File: config.mk
export PLATFORM = sky130hd
export DESIGN_NAME = atss_front
export DESIGN_NICKNAME = d
export VERILOG_FILES = /design/src/rtl/atss_pkg.sv /design/src/rtl/atss_front.sv
export SDC_FILE = /design/constraint.sdc
export NUM_CORES = 1
export LEC_CHECK = 0
export BUFFER_PORTS_ARGS = -buffer_cell sky130_fd_sc_hd__buf_4
export CORE_AREA = 2 2 164 134
export CTS_BUF_LIST = sky130_fd_sc_hd__clkbuf_8
export DETAILED_ROUTE_END_ITERATION = 10
export DIE_AREA = 0 0 166 136
export PLACE_DENSITY = 0.82
export SYNTH_ARGS = -nofsm -noshare
export SYNTH_HDL_FRONTEND = slang
export SYNTH_SLANG_ARGS = --single-unit
export TNS_END_PERCENT = 1
File: constraint.sdc
create_clock -name i_clk -period 8.4 [get_ports i_clk]
set_clock_uncertainty 0.2 [all_clocks]
set_input_delay 0.42 -clock i_clk [delete_from_list [all_inputs] [get_ports i_clk]]
set_output_delay 0.42 -clock i_clk [all_outputs]
set_load 0.02 [all_outputs]
File: src/rtl/atss_pkg.sv
//------------------------------------------------------------------------------
// atss_pkg
// shared types, constants and helpers for the transfer size selector
//------------------------------------------------------------------------------
`default_nettype none

package atss_pkg;

    localparam int NUM_BUCKETS_DEF = 64;
    localparam int UNIT_LOG_DEF    = 10;
    localparam int FIFO_DEPTH      = 2;

    localparam logic [1:0] CMD_CHOOSE = 2'd0;
    localparam logic [1:0] CMD_RECORD = 2'd1;
    localparam logic [1:0] CMD_INIT   = 2'd2;

    localparam logic [2:0] REG_DEFAULT_RATE = 3'd0;
    localparam logic [2:0] REG_TERM_LENGTH  = 3'd1;
    localparam logic [2:0] REG_FRACTION_LOG = 3'd2;
    localparam logic [2:0] REG_TICKS_PER_S  = 3'd3;
    localparam logic [2:0] REG_SLOW_TICKS   = 3'd4;

    localparam logic [31:0] SLOW_SIZE_LIMIT = 32'(24 << 10);
    localparam logic [31:0] MIN_BUCKET_SIZE = 32'(8 << 10);
    localparam logic [31:0] SLOW_DECREMENT  = 32'd2;

    // queued command after classification
    typedef struct packed {
        logic [1:0]  cmd;
        logic [31:0] request_size;
        logic [31:0] unit_size;
        logic [31:0] transferred_bytes;
        logic [31:0] delta_ticks;
    } t_item;

    typedef enum logic [3:0] {
        ST_IDLE,
        ST_INIT,
        ST_CH_READ,
        ST_CH_WAIT,
        ST_CH_CMP,
        ST_CH_DONE,
        ST_RC_READ,
        ST_RC_WAIT,
        ST_RC_UPD,
        ST_RC_WB,
        ST_RB_READ,
        ST_RB_WAIT,
        ST_RB_WB,
        ST_RB_END,
        ST_OUT
    } t_state;

    // floor log2, zero for zero
    function automatic logic [5:0] flog2(input logic [63:0] v);
        logic [5:0] n;
        n = '0;
        for (int i = 1; i < 64; i++) begin
            if (v[i]) begin
                n = 6'(i);
            end
        end
        return n;
    endfunction

endpackage

`default_nettype wire

File: src/rtl/atss_front.sv
//------------------------------------------------------------------------------
// atss_front
// accepts transactions, computes tick difference, queues them for the engine
//------------------------------------------------------------------------------
`default_nettype none

module atss_front (
    input  wire logic           i_clk,
    input  wire logic           i_rst_n,
    input  wire logic           i_valid,
    output logic                o_ready,
    input  wire logic [1:0]     i_cmd,
    input  wire logic [31:0]    i_request_size,
    input  wire logic [31:0]    i_unit_size,
    input  wire logic [31:0]    i_transferred_bytes,
    input  wire logic [31:0]    i_start_tick,
    input  wire logic [31:0]    i_end_tick,
    output atss_pkg::t_item     o_item,
    output logic                o_item_valid,
    input  wire logic           i_item_pop
);

    localparam int PW = $clog2(atss_pkg::FIFO_DEPTH);

    atss_pkg::t_item r_mem [atss_pkg::FIFO_DEPTH];
    logic [PW-1:0]   r_wr;
    logic [PW-1:0]   r_rd;
    logic [PW:0]     r_cnt;
    atss_pkg::t_item w_in;
    logic            w_push;

    assign o_ready      = (r_cnt != (PW+1)'(atss_pkg::FIFO_DEPTH));
    assign o_item_valid = (r_cnt != '0);
    assign w_push       = i_valid && o_ready;
    assign o_item       = r_mem[r_rd];

    always_comb begin
        w_in.cmd               = i_cmd;
        w_in.request_size      = i_request_size;
        w_in.unit_size         = i_unit_size;
        w_in.transferred_bytes = i_transferred_bytes;
        w_in.delta_ticks       = i_end_tick - i_start_tick;
    end

    always_ff @(posedge i_clk) begin
        if (w_push) begin
            r_mem[r_wr] <= w_in;
        end
        if (!i_rst_n) begin
            r_wr  <= '0;
            r_rd  <= '0;
            r_cnt <= '0;
        end else begin
            if (w_push) begin
                r_wr <= r_wr + 1'b1;
            end
            if (i_item_pop) begin
                r_rd <= r_rd + 1'b1;
            end
            r_cnt <= r_cnt + (PW+1)'(w_push) - (PW+1)'(i_item_pop);
        end
    end

endmodule

`default_nettype wire

==> metrics.txt <==
# TYPE chip_impl_metric gauge
chip_impl_info{name="netlist.top_cell.by_area",value="edfxtp_1"} 1
chip_impl_metric{name="swShare",unit="%"} 28.9
chip_impl_metric{name="post_cts_hold_buffer_count",unit=""} 99
chip_impl_metric{name="r2r.worst_path.cells",unit=""} 5
chip_impl_metric{name="vdd_drop_max",unit="mV"} 0.159
chip_impl_metric{name="power.internal",unit="mW"} 2.55
chip_impl_metric{name="muxShareOfSynthArea",unit="%"} 12.9
chip_impl_metric{name="synth-adder-area-share",unit="%"} 3.82
chip_impl_metric{name="power.switching",unit="mW"} 1.04
chip_impl_metric{name="p_clk_share",unit="%"} 25.7
chip_impl_metric{name="global_route.overflow_total",unit=""} 0
chip_impl_metric{name="synth.net_count",unit=""} 892
chip_impl_info{name="status",value="finished clean"} 1
chip_impl_info{name="hold_path.class",value="in2reg"} 1
chip_impl_metric{name="viasPerCell",unit=""} 5.28
chip_impl_metric{name="first_global_vias",unit=""} 7801
chip_impl_info{name="clk_root_buffer_cell",value="clkbuf_8"} 1
chip_impl_metric{name="clock_latency",unit="ps"} 520
chip_impl_metric{name="min_clock_period_post_route",unit="ps"} 3530
chip_impl_info{name="grt_setup_unrepaired",value="no"} 1
chip_impl_metric{name="regToRegSetupSlack",unit="ps"} 5450
chip_impl_metric{name="setup_total_negative_slack",unit="ps"} 0
chip_impl_metric{name="drc",unit=""} 0
chip_impl_metric{name="maxSlewViolCount",unit=""} 0
chip_impl_info{name="worst_path_most_repeated_cell",value="buf_4"} 1
chip_impl_metric{name="synth.top_cell.area_share",unit="%"} 68.8
chip_impl_metric{name="pwr_density_cell",unit="nW/um2"} 231
chip_impl_info{name="crit_family",value="buffers and inverters"} 1
chip_impl_metric{name="postSynth.asyncResetShare",unit="%"} 0
chip_impl_metric{name="dieHeight",unit="um"} 136
chip_impl_metric{name="io_buffer_count",unit=""} 297
chip_impl_metric{name="dieArea",unit="um2"} 22600
chip_impl_info{name="synth.top_cells.by_count",value="edfxtp_1, mux2_2, inv_1, ha_1, a21oi_1"} 1
chip_impl_metric{name="area_inside_the_core_boundary",unit="um2"} 21100
chip_impl_metric{name="cts_buffer_depth",unit=""} 3
chip_impl_metric{name="synth_sequential_area_ratio",unit="%"} 69.7
chip_impl_metric{name="relSlewSlack",unit="%"} 32.5
chip_impl_metric{name="final_nets",unit=""} 1316
chip_impl_metric{name="hold_depth",unit=""} 3
chip_impl_metric{name="cts_buffers",unit=""} 41
chip_impl_metric{name="final_setup_margin",unit="ps"} 4870
chip_impl_metric{name="layout_utilization",unit="%"} 73.8
chip_impl_metric{name="area.growth.synth_to_final",unit="%"} 37.1
chip_impl_metric{name="post_synth_xor_area_fraction",unit="%"} 2.32
chip_impl_metric{name="placement_rows",unit=""} 48
chip_impl_metric{name="worst_pin_slew",unit="ps"} 1010
chip_impl_metric{name="area_fraction_in_and_or_nand_and_nor_cells_after_synthesis",unit="%"} 3.22
chip_impl_metric{name="final.fill_count",unit=""} 1302
chip_impl_metric{name="crit_required",unit="ps"} 7780
chip_impl_metric{name="synth-seq-cells",unit=""} 265
chip_impl_metric{name="power.leakage",unit="nW"} 6.26
chip_impl_info{name="synth_most_common_cell",value="edfxtp_1"} 1
chip_impl_metric{name="postSynthCellCount",unit=""} 692
chip_impl_metric{name="final_min_period_over_clock_period",unit="%"} 42.1
chip_impl_metric{name="detailedRoute.firstPassIterationCount",unit=""} 4
chip_impl_info{name="cts_tree",value="yes"} 1
chip_impl_metric{name="number_of_sinks_driven_by_the_clock_tree",unit=""} 265
chip_impl_info{name="synth_top_flop_cell",value="edfxtp_1"} 1
chip_impl_metric{name="path_max_fanout",unit=""} 74
chip_impl_metric{name="number_of_levels_the_h_tree_was_split_into",unit=""} 2
chip_impl_info{name="timing.rr.end",value="r_mem[0][102]$_DFFE_PP_"} 1
chip_impl_metric{name="combinational_share_of_power",unit="%"} 25.6
chip_impl_metric{name="hold_viol_final",unit=""} 0
chip_impl_metric{name="grt_start_max_net_pins",unit=""} 76
chip_impl_metric{name="max_stage_delay",unit="ps"} 870
chip_impl_info{name="worst_setup_path_class",value="reg2out"} 1
chip_impl_metric{name="dp_hpwl",unit="mm"} 16.7
chip_impl_metric{name="setup_viol",unit=""} 0
chip_impl_metric{name="start_util",unit="%"} 53.8
chip_impl_metric{name="timing.critical_path.buf_inv",unit=""} 2
chip_impl_metric{name="clk_pin_slew",unit="ps"} 50
chip_impl_info{name="dominant_combinational_cell_family_by_area_after_synthesis",value="multiplexers"} 1
chip_impl_info{name="top_cells_by_area_in_the_synthesized_netlist",value="edfxtp_1, mux2_2, ha_1, xnor2_1, inv_1"} 1
chip_impl_metric{name="sequential_fraction_of_design_power",unit="%"} 48.7
chip_impl_info{name="worst_setup_path_end_kind",value="output port"} 1
chip_impl_metric{name="grtUsageTotal",unit="%"} 23.8
chip_impl_metric{name="maxCapViolCount",unit=""} 0
chip_impl_metric{name="number_of_antenna_violations_at_the_first_check_in_global_routing",unit=""} 1
chip_impl_metric{name="post_synth_num_cell_types",unit=""} 46
chip_impl_metric{name="ctsResizeCount",unit=""} 0
chip_impl_info{name="cp-start-kind",value="register"} 1
chip_impl_info{name="critical_path.cell_chain",value="buf_4 -> mux2_2 -> buf_4"} 1
chip_impl_info{name="worst_path_max_delay_cell",value="buf_4"} 1
chip_impl_metric{name="drive_gt1_share",unit="%"} 42.5
chip_impl_metric{name="wire_length_of_the_first_global_routing_pass",unit="mm"} 42.0
chip_impl_metric{name="synth_compound_gate_area_share",unit="%"} 5.92
chip_impl_metric{name="die_width",unit="um"} 166
chip_impl_metric{name="antenna_violating_nets_post_route",unit=""} 0
chip_impl_metric{name="count_of_synthesis_stage_warnings_from_yosys",unit=""} 0
chip_impl_info{name="min_from",value="i_item_pop"} 1
chip_impl_metric{name="synth_enable_flop_cells",unit=""} 260
chip_impl_metric{name="dr.first_iter.drc_count",unit=""} 501
chip_impl_metric{name="top_level_ports",unit=""} 298
chip_impl_metric{name="crit_arrival",unit="ps"} 2910
chip_impl_metric{name="routedWlPerCell",unit="um"} 19.4
chip_impl_metric{name="netlist_area",unit="um2"} 11300
chip_impl_metric{name="detailroute.via_count",unit=""} 7491
chip_impl_metric{name="final_hold_slack",unit="ps"} 45.0
chip_impl_metric{name="max_freq",unit="MHz"} 283
chip_impl_metric{name="detailedPlace.worstSlack",unit="ps"} 5270
chip_impl_metric{name="post-cts-setup-buffers",unit=""} 0
chip_impl_metric{name="final_wtd_congestion",unit=""} 0.838
chip_impl_metric{name="finalWirelength",unit="mm"} 27.6
chip_impl_info{name="worstReg2RegStart",value="r_cnt[0]$_SDFF_PN0_"} 1
chip_impl_metric{name="postSynthAreaPerCell",unit="um2"} 16.4
## tightest hold or removal path: stages
cell	delay, ps
buf_4	90
xor2_1	60
and2_1	150
## metal layers
layer	global-route usage, %	vias up	part of all wire, %
met3	6.26	33	7.8
met5	0	-	0
met4	6.28	0	1.3
met1	29.4	3640	40
li1	-	3496	-
met2	42.1	322	51
## kinds of logic after synthesis
| family | after synthesis |
|---|---|
| DFF | 265 |
| muxes | 130 |
| AOI/OAI and AO/OA | 99 |
| and+or+nand+nor | 74 |
| buffers and inverters | 60 |
| adders and majority gates | 34 |
| xor gates and xnor gates | 30 |
## layout make-up
class | count | area (um2) | share of cell area, %
flip-flops and latches | 265 | 7910 | 50.9
well taps | 275 | 344 | 2.21
inverters | 41 | 154 | 0.989
clock inverters | 30 | 120 | 0.772
multi-input cells | 367 | 3210 | 20.6
clock buffers | 41 | 564 | 3.63
repair buffers | 400 | 3250 | 20.9
diodes | 1 | 2.50 | 0.0161
## metrics by stage
stage | area (um2) | total power [mW] | std cells
after floorplan | 11300 | 2.30 | 692
after global placement | 13900 | 2.61 | 1249
after detailed placement | 13900 | 2.64 | 1249
after CTS | 15600 | 3.59 | 1419
after global routing | 15600 | 3.74 | 1420
final | 15600 | 3.59 | 1420
## worst max path at each step
| stage | slack (ps) | startpoint | end | cells past startpoint |
|---|---|---|---|---|
| 3_3_place_gp | 5330 | i_start_tick[0] | r_mem[0][28]$_DFFE_PP_ | 11 |
| 5_1_grt | 4690 | register | o_item[104] | 3 |
| 3_5_place_dp | 5270 | i_start_tick[0] | r_mem[0][24]$_DFFE_PP_ | 11 |
| 4_1_cts | 4810 | register | o_item[104] | 3 |
| 2_1_floorplan | 1440 | r_cnt[0]$_SDFF_PN0_ | r_mem[0][0]$_DFFE_PP_ | 3 |
| 6_report | 4870 | register | o_item[104] | 3 |
## power by group through the flow
stage | sequential, mW | clock (mW) | combinational (mW)
2_1_floorplan | 1.77 | 0 | 0.524
3_3_place_gp | 1.75 | 0 | 0.855
3_5_place_dp | 1.77 | 0 | 0.868
4_1_cts | 1.74 | 0.936 | 0.913
5_1_grt | 1.76 | 1.00 | 0.975
6_report | 1.75 | 0.921 | 0.921
## state kept, by name, summed over array words and instances, names as in the netlist, named ones only
name	cells
r_cnt	2
r_mem	260
r_rd	1
r_wr	1
## cell usage in the layout (no fill, tap or decap), types with 8 or more instances in the layout
cell | synthesis | layout
a21o_1 | 20 | 20
nand2_1 | 14 | 14
xnor2_1 | 21 | 21
nor2_1 | 25 | 24
xor2_1 | 9 | 9
edfxtp_1 | 260 | 260
clkbuf_8 | 0 | 41
inv_1 | 41 | 62
a21oi_1 | 28 | 28
o21a_1 | 8 | 8
dlygate4sd3_1 | 0 | 99
mux2_2 | 130 | 130
buf_4 | 0 | 301
o21ai_1 | 8 | 8
ha_1 | 33 | 33
Power figures use the tool's default switching activity.
